--- src/hw/rtl/pnrd_pkg.sv ---
// ----------------------------------------------------------------------------
// pnrd_pkg: shared types and constants
// Opcodes, sequencer state codes, box edge codes and the control structs that
// pass between the rectangle drawer modules.
// ----------------------------------------------------------------------------
`timescale 1ns / 1ps

package pnrd_pkg;

   localparam int OP_W    = 3;
   localparam int COORD_W = 10;
   localparam int COLOR_W = 4;
   localparam int TH_W    = 8;
   localparam int BYTE_W  = 8;
   localparam int PHASE_W = 2;

   localparam logic [OP_W-1:0] OP_WRITE = 3'd0;
   localparam logic [OP_W-1:0] OP_READ  = 3'd1;
   localparam logic [OP_W-1:0] OP_HLINE = 3'd2;
   localparam logic [OP_W-1:0] OP_VLINE = 3'd3;
   localparam logic [OP_W-1:0] OP_BOX   = 3'd4;
   localparam logic [OP_W-1:0] OP_CLEAR = 3'd5;

   // box edges, drawn in this order
   localparam logic [PHASE_W-1:0] PH_TOP    = 2'd0;
   localparam logic [PHASE_W-1:0] PH_BOTTOM = 2'd1;
   localparam logic [PHASE_W-1:0] PH_LEFT   = 2'd2;
   localparam logic [PHASE_W-1:0] PH_RIGHT  = 2'd3;

   typedef enum logic [6:0] {
      ST_IDLE  = 7'b0000001,
      ST_SETUP = 7'b0000010,
      ST_BASE  = 7'b0000100,
      ST_RD    = 7'b0001000,
      ST_WR    = 7'b0010000,
      ST_CLEAR = 7'b0100000,
      ST_FIN   = 7'b1000000
   } seq_state_type;

   typedef struct packed {
      logic start;   // item accepted this cycle
      logic ack;     // result register can take the finished item
   } seq_ctl_type;

   typedef struct packed {
      logic idle;
      logic done;
   } seq_stat_type;

   typedef struct packed {
      logic rd_en;
      logic wr_en;
   } mem_ctl_type;

endpackage

--- src/hw/rtl/pnrd_seq.sv ---
// ----------------------------------------------------------------------------
// pnrd_seq: command sequencer and pixel walker
// Splits a command into clipped rectangles and walks them one pixel at a time
// with a byte read-modify-write (read only for a pixel read); also runs the clear sweep.
// ----------------------------------------------------------------------------
`timescale 1ns / 1ps

module pnrd_seq #(
   parameter int FB_WIDTH    = 320,
   parameter int FB_HEIGHT   = 240,
   parameter int ROW_BYTES   = 160,
   parameter int STORE_BYTES = 38400,
   parameter int ADDR_W      = 16
) (
   input  logic                         clock,
   input  logic                         reset,
   input  pnrd_pkg::seq_ctl_type        ctl,
   output pnrd_pkg::seq_stat_type       stat,
   input  logic [pnrd_pkg::OP_W-1:0]    opcode,
   input  logic [pnrd_pkg::COORD_W-1:0] x_start,
   input  logic [pnrd_pkg::COORD_W-1:0] y_start,
   input  logic [pnrd_pkg::COORD_W-1:0] x_end,
   input  logic [pnrd_pkg::COORD_W-1:0] y_end,
   input  logic [pnrd_pkg::COLOR_W-1:0] color,
   input  logic [pnrd_pkg::TH_W-1:0]    thickness,
   input  logic [pnrd_pkg::BYTE_W-1:0]  clear_byte,
   output logic [pnrd_pkg::COLOR_W-1:0] read_pixel,
   output pnrd_pkg::mem_ctl_type        mem_ctl,
   output logic [ADDR_W-1:0]            mem_addr,
   output logic [pnrd_pkg::BYTE_W-1:0]  mem_wr_data,
   input  logic [pnrd_pkg::BYTE_W-1:0]  mem_rd_data
);

   localparam int CW     = pnrd_pkg::COORD_W;
   localparam int CALC_W = ADDR_W + CW + 1;
   localparam logic [CW:0]   X_LIM     = (CW + 1)'(FB_WIDTH);
   localparam logic [CW:0]   Y_LIM     = (CW + 1)'(FB_HEIGHT);
   localparam logic [CW-1:0] X_MAX     = CW'(FB_WIDTH - 1);
   localparam logic [CW-1:0] Y_MAX     = CW'(FB_HEIGHT - 1);
   localparam logic [ADDR_W-1:0] LAST_ADDR = ADDR_W'(STORE_BYTES - 1);

   pnrd_pkg::seq_state_type state_ff, state_in;
   logic [pnrd_pkg::PHASE_W-1:0] phase_ff, phase_in;

   logic [pnrd_pkg::OP_W-1:0]    op_ff, op_in;
   logic [CW-1:0]                xs_ff, xs_in, ys_ff, ys_in, xe_ff, xe_in, ye_ff, ye_in;
   logic [pnrd_pkg::COLOR_W-1:0] color_ff, color_in;
   logic [pnrd_pkg::TH_W-1:0]    th_ff, th_in;

   logic [CW-1:0]     x0_ff, x0_in, x1_ff, x1_in, y0_ff, y0_in, y1_ff, y1_in;
   logic              empty_ff, empty_in;
   logic [CW-1:0]     cx_ff, cx_in, cy_ff, cy_in;
   logic [ADDR_W-1:0] base_ff, base_in;
   logic [ADDR_W-1:0] clr_addr_ff, clr_addr_in;
   logic [pnrd_pkg::COLOR_W-1:0] rd_nib_ff, rd_nib_in;

   // rectangle bounds for the current command / box edge
   logic          x0_use_xe, x1_use_xe, x_add_th, y0_use_ye, y1_use_ye, y_add_th;
   logic [CW-1:0] x0_sel, y0_sel;
   logic [CW:0]   x1_raw, y1_raw;
   logic [CW-1:0] x1_clip, y1_clip;

   logic [CALC_W-1:0] pix_sum, base_mul, base_step;
   logic [ADDR_W-1:0] pix_addr;
   logic              last_rect;
   pnrd_pkg::seq_state_type after_rect;

   always_comb begin
      x0_use_xe = 1'b0;
      x1_use_xe = 1'b0;
      x_add_th  = 1'b0;
      y0_use_ye = 1'b0;
      y1_use_ye = 1'b0;
      y_add_th  = 1'b0;
      case (op_ff)
         pnrd_pkg::OP_HLINE: begin
            x1_use_xe = 1'b1;
            y_add_th  = 1'b1;
         end
         pnrd_pkg::OP_VLINE: begin
            x_add_th  = 1'b1;
            y1_use_ye = 1'b1;
         end
         pnrd_pkg::OP_BOX: begin
            case (phase_ff)
               pnrd_pkg::PH_TOP: begin
                  x1_use_xe = 1'b1;
                  y_add_th  = 1'b1;
               end
               pnrd_pkg::PH_BOTTOM: begin
                  x1_use_xe = 1'b1;
                  y0_use_ye = 1'b1;
                  y1_use_ye = 1'b1;
                  y_add_th  = 1'b1;
               end
               pnrd_pkg::PH_LEFT: begin
                  x_add_th  = 1'b1;
                  y1_use_ye = 1'b1;
               end
               default: begin
                  // right edge: one thickness longer at the bottom
                  x0_use_xe = 1'b1;
                  x1_use_xe = 1'b1;
                  x_add_th  = 1'b1;
                  y1_use_ye = 1'b1;
                  y_add_th  = 1'b1;
               end
            endcase
         end
         default: begin
         end
      endcase

      x0_sel = x0_use_xe ? xe_ff : xs_ff;
      y0_sel = y0_use_ye ? ye_ff : ys_ff;
      x1_raw = {1'b0, (x1_use_xe ? xe_ff : xs_ff)}
             + (x_add_th ? (CW + 1)'(th_ff) : '0);
      y1_raw = {1'b0, (y1_use_ye ? ye_ff : ys_ff)}
             + (y_add_th ? (CW + 1)'(th_ff) : '0);
      x1_clip = (x1_raw >= X_LIM) ? X_MAX : x1_raw[CW-1:0];
      y1_clip = (y1_raw >= Y_LIM) ? Y_MAX : y1_raw[CW-1:0];
   end

   assign pix_sum   = CALC_W'(base_ff) + CALC_W'(cx_ff[CW-1:1]);
   assign pix_addr  = pix_sum[ADDR_W-1:0];
   assign base_mul  = CALC_W'(y0_ff) * CALC_W'(ROW_BYTES);
   assign base_step = CALC_W'(base_ff) + CALC_W'(ROW_BYTES);

   assign last_rect  = (op_ff != pnrd_pkg::OP_BOX) || (phase_ff == pnrd_pkg::PH_RIGHT);
   assign after_rect = last_rect ? pnrd_pkg::ST_FIN : pnrd_pkg::ST_SETUP;

   always_comb begin
      state_in    = state_ff;
      phase_in    = phase_ff;
      op_in       = op_ff;
      xs_in       = xs_ff;
      ys_in       = ys_ff;
      xe_in       = xe_ff;
      ye_in       = ye_ff;
      color_in    = color_ff;
      th_in       = th_ff;
      x0_in       = x0_ff;
      x1_in       = x1_ff;
      y0_in       = y0_ff;
      y1_in       = y1_ff;
      empty_in    = empty_ff;
      cx_in       = cx_ff;
      cy_in       = cy_ff;
      base_in     = base_ff;
      clr_addr_in = clr_addr_ff;
      rd_nib_in   = rd_nib_ff;
      mem_ctl     = '0;
      mem_addr    = pix_addr;
      mem_wr_data = cx_ff[0] ? {mem_rd_data[7:4], color_ff} : {color_ff, mem_rd_data[3:0]};

      case (state_ff)
         pnrd_pkg::ST_IDLE: begin
            phase_in = pnrd_pkg::PH_TOP;
            if (ctl.start) begin
               op_in     = opcode;
               xs_in     = x_start;
               ys_in     = y_start;
               xe_in     = x_end;
               ye_in     = y_end;
               color_in  = color;
               th_in     = thickness;
               rd_nib_in = '0;
               state_in  = pnrd_pkg::ST_SETUP;
            end
         end
         pnrd_pkg::ST_SETUP: begin
            case (op_ff)
               pnrd_pkg::OP_CLEAR: begin
                  clr_addr_in = '0;
                  state_in    = pnrd_pkg::ST_CLEAR;
               end
               pnrd_pkg::OP_WRITE, pnrd_pkg::OP_READ, pnrd_pkg::OP_HLINE,
               pnrd_pkg::OP_VLINE, pnrd_pkg::OP_BOX: begin
                  x0_in    = x0_sel;
                  x1_in    = x1_clip;
                  y0_in    = y0_sel;
                  y1_in    = y1_clip;
                  empty_in = (x0_sel > x1_clip) || (y0_sel > y1_clip);
                  state_in = pnrd_pkg::ST_BASE;
               end
               default: begin
                  state_in = pnrd_pkg::ST_FIN;
               end
            endcase
         end
         pnrd_pkg::ST_BASE: begin
            if (empty_ff) begin
               phase_in = last_rect ? pnrd_pkg::PH_TOP : phase_ff + 1'b1;
               state_in = after_rect;
            end else begin
               base_in  = base_mul[ADDR_W-1:0];
               cx_in    = x0_ff;
               cy_in    = y0_ff;
               state_in = pnrd_pkg::ST_RD;
            end
         end
         pnrd_pkg::ST_RD: begin
            mem_ctl.rd_en = 1'b1;
            state_in      = pnrd_pkg::ST_WR;
         end
         pnrd_pkg::ST_WR: begin
            if (op_ff == pnrd_pkg::OP_READ) begin
               rd_nib_in = cx_ff[0] ? mem_rd_data[3:0] : mem_rd_data[7:4];
            end else begin
               mem_ctl.wr_en = 1'b1;
            end
            if (cx_ff != x1_ff) begin
               cx_in    = cx_ff + 1'b1;
               state_in = pnrd_pkg::ST_RD;
            end else if (cy_ff != y1_ff) begin
               cx_in    = x0_ff;
               cy_in    = cy_ff + 1'b1;
               base_in  = base_step[ADDR_W-1:0];
               state_in = pnrd_pkg::ST_RD;
            end else begin
               phase_in = last_rect ? pnrd_pkg::PH_TOP : phase_ff + 1'b1;
               state_in = after_rect;
            end
         end
         pnrd_pkg::ST_CLEAR: begin
            mem_ctl.wr_en = 1'b1;
            mem_addr      = clr_addr_ff;
            mem_wr_data   = clear_byte;
            clr_addr_in   = clr_addr_ff + 1'b1;
            if (clr_addr_ff == LAST_ADDR) begin
               state_in = pnrd_pkg::ST_FIN;
            end
         end
         pnrd_pkg::ST_FIN: begin
            phase_in = pnrd_pkg::PH_TOP;
            if (ctl.ack) begin
               state_in = pnrd_pkg::ST_IDLE;
            end
         end
         default: begin
            state_in = pnrd_pkg::ST_IDLE;
         end
      endcase
   end

   always_ff @(posedge clock) begin
      if (reset) begin
         state_ff <= pnrd_pkg::ST_IDLE;
         phase_ff <= pnrd_pkg::PH_TOP;
      end else begin
         state_ff <= state_in;
         phase_ff <= phase_in;
      end
   end

   always_ff @(posedge clock) begin
      op_ff       <= op_in;
      xs_ff       <= xs_in;
      ys_ff       <= ys_in;
      xe_ff       <= xe_in;
      ye_ff       <= ye_in;
      color_ff    <= color_in;
      th_ff       <= th_in;
      x0_ff       <= x0_in;
      x1_ff       <= x1_in;
      y0_ff       <= y0_in;
      y1_ff       <= y1_in;
      empty_ff    <= empty_in;
      cx_ff       <= cx_in;
      cy_ff       <= cy_in;
      base_ff     <= base_in;
      clr_addr_ff <= clr_addr_in;
      rd_nib_ff   <= rd_nib_in;
   end

   assign stat.idle  = (state_ff == pnrd_pkg::ST_IDLE);
   assign stat.done  = (state_ff == pnrd_pkg::ST_FIN);
   assign read_pixel = rd_nib_ff;

`ifndef NO_ASSERTIONS
   assert property (@(posedge clock) disable iff (reset)
      (state_ff == pnrd_pkg::ST_WR) |-> ($past(state_ff) == pnrd_pkg::ST_RD))
      else $error("pixel write without preceding read");
   assert property (@(posedge clock) disable iff (reset)
      (state_ff == pnrd_pkg::ST_IDLE) |-> (phase_ff == pnrd_pkg::PH_TOP))
      else $error("box edge left set while idle");
   assert property (@(posedge clock) disable iff (reset)
      (ctl.start && state_ff == pnrd_pkg::ST_IDLE) |=> (state_ff == pnrd_pkg::ST_SETUP))
      else $error("accepted item not started");
   assert property (@(posedge clock) disable iff (reset)
      (phase_ff != pnrd_pkg::PH_TOP) |-> (op_ff == pnrd_pkg::OP_BOX))
      else $error("box edge advanced on a non-box command");
`endif

endmodule

--- config.mk ---
export PLATFORM = sky130hd
export DESIGN_NAME = pnrd_seq
export DESIGN_NICKNAME = d
export VERILOG_FILES = /design/src/hw/rtl/pnrd_pkg.sv /design/src/hw/rtl/pnrd_seq.sv
export SDC_FILE = /design/constraint.sdc
export NUM_CORES = 1
export LEC_CHECK = 0
export BUFFER_PORTS_ARGS = -buffer_cell sky130_fd_sc_hd__buf_2
export CORE_MARGIN = 2
export CORE_UTILIZATION = 51
export CTS_CLUSTER_DIAMETER = 50
export DETAILED_ROUTE_END_ITERATION = 8
export GPL_TIMING_DRIVEN = 0
export PLACE_DENSITY = 0.74
export SYNTH_ARGS = -nofsm -noshare
export SYNTH_HDL_FRONTEND = slang
export SYNTH_SLANG_ARGS = --single-unit
--- constraint.sdc ---
create_clock -name clock -period 5.2 [get_ports clock]
set_input_delay 0 -clock clock [delete_from_list [all_inputs] [get_ports clock]]
set_output_delay 0 -clock clock [all_outputs]
set_load 0.03 [all_outputs]
==> results of run 1 <==
routing by layer:
metal / part of all wire, % / GRT usage (%)
met1: 45 / 29.70
met2: 49 / 37.53
met3: 4.0 / 4.348
met4: 1.8 / 7.105
met5: 0 / 0
cells in the mapped netlist (all sizes together), types with 5 or more instances:
master / count
and3: 12
clkbuf: 18
nor4: 6
xor2: 34
edfxtp: 147
buf: 7
a21o: 15
a211oi: 8
nand4: 9
inv: 21
mux2i: 20
ha: 64
nor3: 8
o21ai: 44
a21oi: 54
nand2: 59
a21boi: 5
nand3: 21
mux2: 46
or2: 5
nand2b: 11
or3: 6
and2: 23
nor2: 87
nor2b: 13
nor3b: 6
xnor2: 50
dfxtp: 9
worst paths after layout:
check                                               from  slack (ns)  cells after the start                        to
worst max-delay path            phase_ff[0]$_SDFFE_PP0P_        0.19                     19        empty_ff$_DFFE_PP_
worst max register to register  phase_ff[0]$_SDFFE_PP0P_        0.19                     19        empty_ff$_DFFE_PP_
worst min-delay path                              ctl[1]        0.22                      6  state_ff[5]$_SDFFE_PP0P_
worst min register to register  state_ff[5]$_SDFFE_PP0P_        0.53                      2  state_ff[5]$_SDFFE_PP0P_
through the flow:
step,util (%),area [sq um],instances
2_1_floorplan,-,9603,867
3_3_place_gp,56.09,10420,1206
3_5_place_dp,56.32,10460,1208
4_1_cts,63.60,11820,1310
5_1_grt,64.48,11980,1314
6_report,64.48,11980,1314
tightest hold or removal path, stage by stage:
cell	delay, ns
buf_2	0.10
nor4_1	0.05
a21oi_1	0.11
o21ai_1	0.17
nand2_1	0.11
a21oi_1	0.06
power by group:
part | switching, mW | internal [mW]
sequential | 0.0886 | 1.61
combinational | 0.839 | 0.683
clock | 0.494 | 0.747
total | 1.42 | 3.04
cell families after synthesis:
logic type / synth area share, %
AOI/OAI and AO/OA: 10.65
xor gates and xnor gates: 7.673
adders and majority gates: 9.187
buffers and inverters: 1.918
DFF: 47.92
muxes: 7.491
other: 0.07833
and+or+nand+nor: 15.09
cell type report:
class | count | area, sq um
fillers | 1398 | 6600
flip-flops and latches | 156 | 4597
plain buffers | 24 | 108.9
inverters | 21 | 78.83
clock inverters | 12 | 148.9
repair buffers | 183 | 1297
multi-input cells | 665 | 5024
clock buffers | 19 | 432.9
well taps | 234 | 292.8
repair_timing:
action	4_1_cts	5_1_grt
hold buffers	65	0
setup buffers	6	5
endpoints found under the hold margin	61	0
pin swaps	3	13
resized for setup	19	27
endpoints found under the setup margin	1	1
==> impl_results.md, run 1 <==
- Status: completed
- Mean Syn Cell Area: between 10 and 15 sq um
- Clock Pin Slew Worst Setup and Hold Paths: about 0.06 ns
- Max reg flops: 16
- First-pass GRT wire length: between 30,000 and 40,000 microns
- Total number of vias: ~7,200
- Antenna viol nets, final: 0
- I/O Pins: approximately 110
- Yosys Warn Count: 0
- Peak per-stage delay on the critical path: 0.60 ns
- Root buf cell: clkbuf_16
- Crit start category: flop
- Final setup violation count: 0
- Leakage: approximately 4.7 nW
- Later-pin clock latency in the skew report: 0.43 ns
- Core Rows: 50
- Commonest non-fill, non-tap cell in the layout: edfxtp_1
- Critical path class: reg2reg
- Post-layout total power: between 4 and 5 mW
- Initial Util: between 50% and 60%
- Yosys top cell area share: roughly 46%
- Worst-path maximum fanout: 8
- Gr usage total: about 22%
- Post-DR vias/cell: 5.476
- Yosys cell types: 74
- Max transition margin: between 30% and 40%
- Antenna violations before repair: 0
- Core Box Area: 18,580 sq um
- Area leader, netlist: edfxtp_1
- Pre-CTS setup slack: -0.5403 ns
- Full die area: about 20,000 sq um
- Wire per inst: ~17 microns
- Critical-path cell list: inv_1 -> ha_1 -> or4b_4 -> nand2_8 -> mux2_2 -> ha_1 -> a211o_1 -> a21o_4 -> a2111oi_4 -> mux2i_2 -> a211oi_4 -> nor2b_4 -> ha_1 -> nor2b_1 -> o21ai_1 -> nand2b_1 -> a21oi_2 -> o2111ai_2 -> a32o_1
- Area delta synth->final: 24.95%
- Final wirelength: 21,780 microns
- Final Critical Period: between 5 and 6 ns
- Synth area leaders: edfxtp_1 (46%), ha_1 (8.4%), mux2_2 (5.2%), xnor2_1 (4.6%), nor2_1 (3.4%)
- Largest net degree at the start of global routing: 43
- #FFs+latches synth: between 150 and 200
- Gr ovfl total: 0
- Post-synth EDFFs: between 100 and 150
- Drt first-iter violations: 455
- Die X: roughly 140 microns
- CTS tree: built
- Cells after synthesis: 863
- Count of buffers from port buffering: 105
- Fin. Hold Viols: 0
- Final #Nets: approximately 1,200
- GPL Wtd Cong: 0.8630
- Max Cap Viol: 0
- DRC: 0
- Max Clock Skew: between 0.008 and 0.009 ns
- Worst Hold Class: in2reg
- # diodes: 0
- Hold slack: between 0.2 and 0.25 ns
- Dpl hpwl: 15,060 microns
- DR pass1 iterations: 5
- Final TNS setup: 0 ns
- Sequential cell area fraction in the yosys report: 47.92%
- Vias in the first global route: about 7,000
- CP required: about 5.4 ns
- H-tree Lvls: 4
- Share of cells above drive strength 1: a little under a quarter
- Power Density: roughly 370 nW/um^2
- Die H: approximately 140 microns
- Slew Limit Fails: 0
- Highest clock rate: around 200 MHz
- Post-Syn Area: about 9600 sq um
- Kind of end point of the critical path: flop
- Largest regs: clr_addr_ff (16), base_ff (11)
- Worst Path Buf+Inv: 1
- Highest-count cells in the layout ignoring fill and taps: edfxtp_1 (147), buf_2 (108), nor2_1 (86)
- Top Family by Delay on Critical Path: compound AO/OA/AOI/OAI gates
- Max Buffers Root-to-Sink: 2
- Num CTS Buffers: 17
- Tcrit/Tclk final: a little over nine tenths
- Most frequent cell on the critical path: ha_1
- Crit path DAT: approximately 5.2 ns
- Biggest register: clr_addr_ff
- Final worst slack: approximately 0.19 ns
- Max VDD drop: between 0.2 and 0.3 mV
- Clock sinks: between 150 and 200
- Synth Flop Type: edfxtp_1
- Slew @ Worst Pin: approximately 0.92 ns
- Async S/R FF share, synth: 0%
- Critical path's slowest cell: or4b_4
No activity file was read; power rests on OpenSTA's default activity.
==> run 2, diff against run 1 <==
--- a/config.mk
+++ b/config.mk
@@ -10,8 +10,7 @@
 export CORE_UTILIZATION = 51
 export CTS_CLUSTER_DIAMETER = 50
 export DETAILED_ROUTE_END_ITERATION = 8
-export GPL_TIMING_DRIVEN = 0
-export PLACE_DENSITY = 0.74
+export PLACE_DENSITY = 0.71
 export SYNTH_ARGS = -nofsm -noshare
 export SYNTH_HDL_FRONTEND = slang
 export SYNTH_SLANG_ARGS = --single-unit
==> constraint.sdc (replaced) <==
create_clock -name clock -period 5.7 [get_ports clock]
set_input_delay 0 -clock clock [delete_from_list [all_inputs] [get_ports clock]]
set_output_delay 0 -clock clock [all_outputs]
set_load 0.03 [all_outputs]
==> impl_results.md, run 2 (synthesized netlist as in run 1, its figures left out) <==
- Min-delay src: ctl[1] (unchanged)
- Max Buffers Root-to-Sink: 2 (unchanged)
- Net switching component of the power: 1.225 mW (was 1.422 mW)
- Filler Cell Count: 1,467 (was 1,398)
- Critical path class: reg2reg (unchanged)
- Tcrit/Tclk final: 94.09% (was 96.31%)
- First-pass GRT wire length: 32,770 microns (was 35,220 microns)
- Wire per inst: 15.63 microns (was 16.57 microns)
- # placed instances: 1,191 (was 1,208)
- Busiest grt layer: met2 (unchanged)
- CP required: 5.87 ns (was 5.38 ns)
- DRC: 0 (unchanged)
- Fin. Hold Viols: 0 (unchanged)
- Multi-input logic area: 4855 sq um (was 5024 sq um)
- Power Density: 332.4 nW/um^2 (was 372.2 nW/um^2)
- Post-DR vias/cell: 5.412 (was 5.476)
- Largest net degree at the start of global routing: 62 (was 43)
- Max Cap Viol: 0 (unchanged)
- Max reg flops: 16 (unchanged)
- Hold slack: 0.1094 ns (was 0.2200 ns)
- Reg area: 4594 sq um (was 4597 sq um)
- Worst r2r src: phase_ff[0]$_SDFFE_PP0P_ (unchanged)
- Logic pwr share: 32.2% (was 34.1%)
- Later-pin clock latency in the skew report: 0.42 ns (was 0.43 ns)
- Final Critical Period: 5.363 ns (was 5.008 ns)
- Root buf cell: clkbuf_16 (unchanged)
- Kind of end point of the critical path: flop (unchanged)
- Highest clock rate: 186.5 MHz (was 199.7 MHz)
- Largest regs: clr_addr_ff (16), base_ff (11) (unchanged)
- Status: completed (unchanged)
- Final Non-Filler Cells: 1,290 (was 1,314)
- Full die area: 19,910 sq um (unchanged)
- Crit start category: flop (unchanged)
- Total number of vias: 6,982 (was 7,196)
- Drt first-iter violations: 375 (was 455)
- Slew Limit Fails: 0 (unchanged)
- Gr usage total: 20.74% (was 22.47%)
- Clock Pin Slew Worst Setup and Hold Paths: 0.06 ns (about the same)
- Met3 Use GR: 3.635% (was 4.348%)
- Core Rows: 50 (unchanged)
- Worst-path maximum fanout: 18 (was 8)
- Die X: 141.1 microns (unchanged)
- Final core occ: 62.70% (was 64.48%)
- Count of buffers from port buffering: 106 (was 105)
- Share of cells above drive strength 1: 20.27% (was 22.59%)
- Met2 track demand over resource: 34.21% (was 37.53%)
- Clock sinks: 156 (unchanged)
- Leakage: 4.585 nW (was 4.669 nW)
- Clock network power share: 27.9% (was 27.8%)
- Highest-count cells in the layout ignoring fill and taps: edfxtp_1 (147), buf_2 (106), nor2_1 (86) (was edfxtp_1 (147), buf_2 (108), nor2_1 (86))
- Sequential share of power: 39.9% (was 38.0%)
- Final #Nets: 1,187 (was 1,211)
- Vias in the first global route: 6,761 (was 7,186)
- GPL Wtd Cong: 0.8813 (was 0.8630)
- # diodes: 0 (unchanged)
- Slew @ Worst Pin: 1.052 ns (was 0.9247 ns)
- CTS tree: built (unchanged)
- Biggest register: clr_addr_ff (unchanged)
- Antenna viol nets, final: 0 (unchanged)
- Num CTS Buffers: 17 (unchanged)
- Max Clock Skew: 0.007004 ns (was 0.008538 ns)
- Switching share of power: 31.65% (was 31.89%)
- Met1 Use GR: 28.26% (was 29.70%)
- Crit path DAT: 5.53 ns (was 5.18 ns)
- Final setup violation count: 0 (unchanged)
- H-tree Lvls: 4 (unchanged)
- Initial Util: 51.60% (unchanged)
- Die H: 141.1 microns (unchanged)
- CP startpoint: phase_ff[0]$_SDFFE_PP0P_ (unchanged)
- Final wirelength: 20,160 microns (was 21,780 microns)
- Commonest non-fill, non-tap cell in the layout: edfxtp_1 (unchanged)
- I/O Pins: 107 (unchanged)
- Antenna violations before repair: 0 (unchanged)
- Dpl hpwl: 14,050 microns (was 15,060 microns)
- Core Box Area: 18,580 sq um (unchanged)
- Gr ovfl total: 0 (unchanged)
- DR pass1 iterations: 4 (was 5)
- Area delta synth->final: 21.51% (was 24.95%)
- Post-layout total power: 3.872 mW (was 4.460 mW)
- Internal: 2.647 mW (was 3.038 mW)
- Worst Hold Class: in2reg (unchanged)
- Max VDD drop: 0.2456 mV (was 0.2732 mV)
- Max transition margin: 29.63% (was 37.78%)
[run 2: cell types whose count changed in the layout (fill, tap and decap cells not counted), moves of 3 or more]
cell	before	now
a21oi_2	6	3
a21oi_1	48	51
clkbuf_1	18	2
o21ai_0	13	16
[run 2: timing repair]
item / 4_1_cts / 5_1_grt
hold endpoints to repair: 67 / 0
buffers inserted: 0 / 3
setup endpoints to repair: 0 / 1
gates resized for setup: 0 / 4
hold buffers: 65 / 0
[run 2: cell type report]
class / count / area share (%)
clock buffer: 19 / 3.716
clock inverter: 12 / 1.074
timing repair buffer: 183 / 10.91
inverter: 21 / 0.6766
multi-input combinational: 665 / 41.67
sequential: 156 / 39.44
tap: 234 / 2.513
[run 2: worst max-delay path: stages (launching register included)]
cell,delay [ns]
dfxtp_1,0.40
inv_1,0.10
ha_1,0.22
or3b_1,0.39
a21oi_2,0.24
buf_4,0.29
mux2_2,0.36
ha_1,0.34
a21o_1,0.21
a31o_2,0.24
o211ai_1,0.31
a21oi_1,0.17
o22ai_4,0.31
inv_2,0.14
a21boi_1,0.16
ha_1,0.26
a21o_1,0.16
a21o_1,0.17
a211oi_1,0.28
o21ai_0,0.13
a32o_1,0.22
[run 2: power groups by stage]
stage               combinational, mW  clock (mW)  sequential, mW
CTS                              1.22        1.10            1.54
global placement                 1.15           0            1.56
detailed placement               1.17           0            1.57
global route                     1.39        1.15            1.56
floorplan                       0.880           0            1.56
finish                           1.25        1.08            1.54
[run 2: final timing paths]
check                             end  slack (ns)  cells past startpoint
min reg2reg  state_ff[5]$_SDFFE_PP0P_        0.51                      2
min             color_ff[0]$_DFFE_PP_        0.11                      2
max reg2reg        empty_ff$_DFFE_PP_        0.34                     20
max                empty_ff$_DFFE_PP_        0.34                     20
[run 2: metal layers]
metal,share of wire (%),wire length (microns),up-vias
met5,0,0,-
met2,47,9440,149
met1,48,9711,3298
met3,3.9,782,14
li1,-,-,3521
met4,1.1,224,0
[run 2: per-stage QoR]
stage                     instance area (sq um)  setup TNS [ns]  setup WS, ns
after floorplan                            9603               0        0.6836
after global placement                    10400               0        0.3761
after detailed placement                  10400               0        0.2614
after CTS                                 11610               0        0.2368
after global routing                      11650       -0.003456     -0.003456
final                                     11650               0        0.3367
==> run 3, diff against run 2 <==
--- a/config.mk
+++ b/config.mk
@@ -10,7 +10,7 @@
 export CORE_UTILIZATION = 51
 export CTS_CLUSTER_DIAMETER = 50
 export DETAILED_ROUTE_END_ITERATION = 8
-export PLACE_DENSITY = 0.71
+export PLACE_DENSITY = 0.7
 export SYNTH_ARGS = -nofsm -noshare
 export SYNTH_HDL_FRONTEND = slang
 export SYNTH_SLANG_ARGS = --single-unit
==> impl_results.md, run 3 (synthesized netlist as in run 1, its figures left out) <==
- Status: completed (unchanged)
- Register-to-register setup slack: 0.43 ns (was 0.34 ns)
- DR pass1 iterations: 5 (was 4)
- Leakage: 4.594 nW (was 4.585 nW)
- Post-DR vias/cell: 5.434 (was 5.412)
- GPL Wtd Cong: 0.8525 (was 0.8813)
- Vias in the first global route: 6,903 (was 6,761)
- Max reg flops: 16 (unchanged)
- Later-pin clock latency in the skew report: 0.43 ns (was 0.42 ns)
- Critical path class: reg2reg (unchanged)
- Final setup violation count: 0 (unchanged)
- Logic pwr share: 31.6% (was 32.2%)
- Final Critical Period: 5.275 ns (was 5.363 ns)
- Power Density: 337.1 nW/um^2 (was 332.4 nW/um^2)
- Clock network power share: 29.0% (was 27.9%)
- CTS tree: built (unchanged)
- Internal: 2.694 mW (was 2.647 mW)
- Largest regs: clr_addr_ff (16), base_ff (11) (unchanged)
- Design area: 11,660 sq um (was 11,650 sq um)
- Max Buffers Root-to-Sink: 2 (unchanged)
- Full die area: 19,910 sq um (unchanged)
- Reg2Reg Depth: 19 (was 20)
- Count of buffers from port buffering: 106 (unchanged)
- DRC: 0 (unchanged)
- Post-DP Area: 10,410 sq um (was 10,400 sq um)
- Critical path's slowest cell: dfxtp_1 (unchanged)
- Sequential share of power: 39.4% (was 39.9%)
- # placed instances: 1,192 (was 1,191)
- Clock sinks: 156 (unchanged)
- Tcrit/Tclk final: 92.54% (was 94.09%)
- CP startpoint: phase_ff[0]$_SDFFE_PP0P_ (unchanged)
- Crit start category: flop (unchanged)
- Worst r2r src: phase_ff[0]$_SDFFE_PP0P_ (unchanged)
- Root buf cell: clkbuf_16 (unchanged)
- Net switching component of the power: 1.238 mW (was 1.225 mW)
- Highest clock rate: 189.6 MHz (was 186.5 MHz)
- Core Rows: 50 (unchanged)
- Highest-count cells in the layout ignoring fill and taps: edfxtp_1 (147), buf_2 (106), nor2_1 (86) (unchanged)
- Die H: 141.1 microns (unchanged)
- Final Non-Filler Cells: 1,289 (was 1,290)
- Max Cap Viol: 0 (unchanged)
- Drt first-iter violations: 434 (was 375)
- Worst Hold Class: in2reg (unchanged)
- Initial Util: 51.60% (unchanged)
- Final wirelength: 20,870 microns (was 20,160 microns)
- Biggest register: clr_addr_ff (unchanged)
- Total number of vias: 7,005 (was 6,982)
- Die X: 141.1 microns (unchanged)
- Slew @ Worst Pin: 1.116 ns (was 1.052 ns)
- H-tree Lvls: 4 (unchanged)
- Wire per inst: 16.19 microns (was 15.63 microns)
- CP required: 5.88 ns (was 5.87 ns)
- Critical-path cell list: inv_1 -> ha_1 -> or3b_1 -> a21oi_2 -> buf_4 -> mux2_2 -> ha_1 -> a21o_1 -> o2bb2ai_1 -> o31a_1 -> a2111oi_2 -> o22ai_2 -> a21boi_1 -> ha_1 -> a21o_1 -> a21o_1 -> a211oi_1 -> o21ai_0 -> a32o_1 (was inv_1 -> ha_1 -> or3b_1 -> a21oi_2 -> buf_4 -> mux2_2 -> ha_1 -> a21o_1 -> a31o_2 -> o211ai_1 -> a21oi_1 -> o22ai_4 -> inv_2 -> a21boi_1 -> ha_1 -> a21o_1 -> a21o_1 -> a211oi_1 -> o21ai_0 -> a32o_1)
- Slew Limit Fails: 0 (unchanged)
- I/O Pins: 107 (unchanged)
- # diodes: 0 (unchanged)
- Kind of end point of the critical path: flop (unchanged)
- Antenna viol nets, final: 0 (unchanged)
- Crit path DAT: 5.45 ns (was 5.53 ns)
- Commonest non-fill, non-tap cell in the layout: edfxtp_1 (unchanged)
- Antenna violations before repair: 0 (unchanged)
- Largest net degree at the start of global routing: 62 (unchanged)
- Share of cells above drive strength 1: 20.28% (was 20.27%)
- Area delta synth->final: 21.65% (was 21.51%)
- Num CTS Buffers: 17 (unchanged)
- Max VDD drop: 0.2336 mV (was 0.2456 mV)
- Gr ovfl total: 0 (unchanged)
- Max Clock Skew: 0.007047 ns (was 0.007004 ns)
- Crit path to: empty_ff$_DFFE_PP_ (unchanged)
- Fin. Hold Viols: 0 (unchanged)
- Switching share of power: 31.49% (was 31.65%)
- Post-CTS setup buffers: 0 (unchanged)
- Clock Pin Slew Worst Setup and Hold Paths: 0.06 ns (about the same)
- Final #Nets: 1,185 (was 1,187)
- Worst-path maximum fanout: 18 (unchanged)
- Max transition margin: 25.35% (was 29.63%)
- Peak per-stage delay on the critical path: 0.40 ns (about the same)
- Gr usage total: 21.77% (was 20.74%)
- Core Box Area: 18,580 sq um (unchanged)
- First-pass GRT wire length: 34,230 microns (was 32,770 microns)
- Dpl hpwl: 14,360 microns (was 14,050 microns)
- R2R Path End: empty_ff$_DFFE_PP_ (unchanged)
[run 3: worst min-delay path by stage]
stage	startpoint	to	slack, ns	cells after the start
after CTS	ctl[1]	color_ff[0]$_DFFE_PP_	0.11	2
after global routing	ctl[1]	color_ff[0]$_DFFE_PP_	0.12	2
after global placement	x_start[4]	xs_ff[4]$_DFFE_PP_	0.18	1
final	ctl[1]	color_ff[0]$_DFFE_PP_	0.12	2
after detailed placement	x_end[7]	xe_ff[7]$_DFFE_PP_	0.18	1
after floorplan	color[0]	color_ff[0]$_DFFE_PP_	0.1	0
[run 3: timing repair]
item                                    CTS  global route
hold buffers                             65             0
endpoints found under the setup margin    0             1
resized for setup                         0             5
hold endpoints to repair                 67             0
[run 3: metal layers]
metal,vias to the layer above,GRT usage (%),wire [microns],part of all wire [%]
met5,-,0,0,0
met3,27,4.110,813,3.9
li1,3525,-,-,-
met2,175,35.82,9825,47
met4,0,6.632,414,2.0
met1,3278,29.40,9811,47
[run 3: worst max-delay path, delay by kind of cell, from the launching register on]
kind                     cells  cell delay [ns]
flip-flops                   1             0.40
adder cells (fa/ha/maj)      3             0.82
buffers and inverters        2             0.38
AO/OA/AOI/OAI               12             2.68
AND/OR/NAND/NOR              1             0.39
multiplexers                 1             0.37
[run 3: area by class of cell]
cell class | count | area (sq um)
clock buffer | 21 | 440.4
clock inverter | 11 | 145.1
fill | 1507 | 6917
inverter | 21 | 78.83
multi-input combinational | 665 | 4856
sequential | 156 | 4594
tap | 234 | 292.8
timing repair buffer | 181 | 1256
[run 3: power groups by stage]
stage / clock network [mW] / logic, mW / registers [mW]
final: 1.14 / 1.24 / 1.55
after global routing: 1.21 / 1.39 / 1.57
after CTS: 1.16 / 1.23 / 1.55
after detailed placement: 0 / 1.18 / 1.57
after global placement: 0 / 1.17 / 1.56
after floorplan: 0 / 0.880 / 1.56
[run 3: stage by stage]
stage	setup TNS [ns]	utilization, %	worst slack (ns)	hold slack (ns)	power (mW)
6_report	0	62.77	0.4250	0.1230	3.932
5_1_grt	-0.03689	62.77	-0.03689	0.1188	4.162
4_1_cts	0	62.66	0.2899	0.1116	3.931
3_5_place_dp	0	56.01	0.3375	0.1781	2.751
3_3_place_gp	0	56.01	0.3704	0.1764	2.730
2_1_floorplan	0	-	0.6836	0.09887	2.441
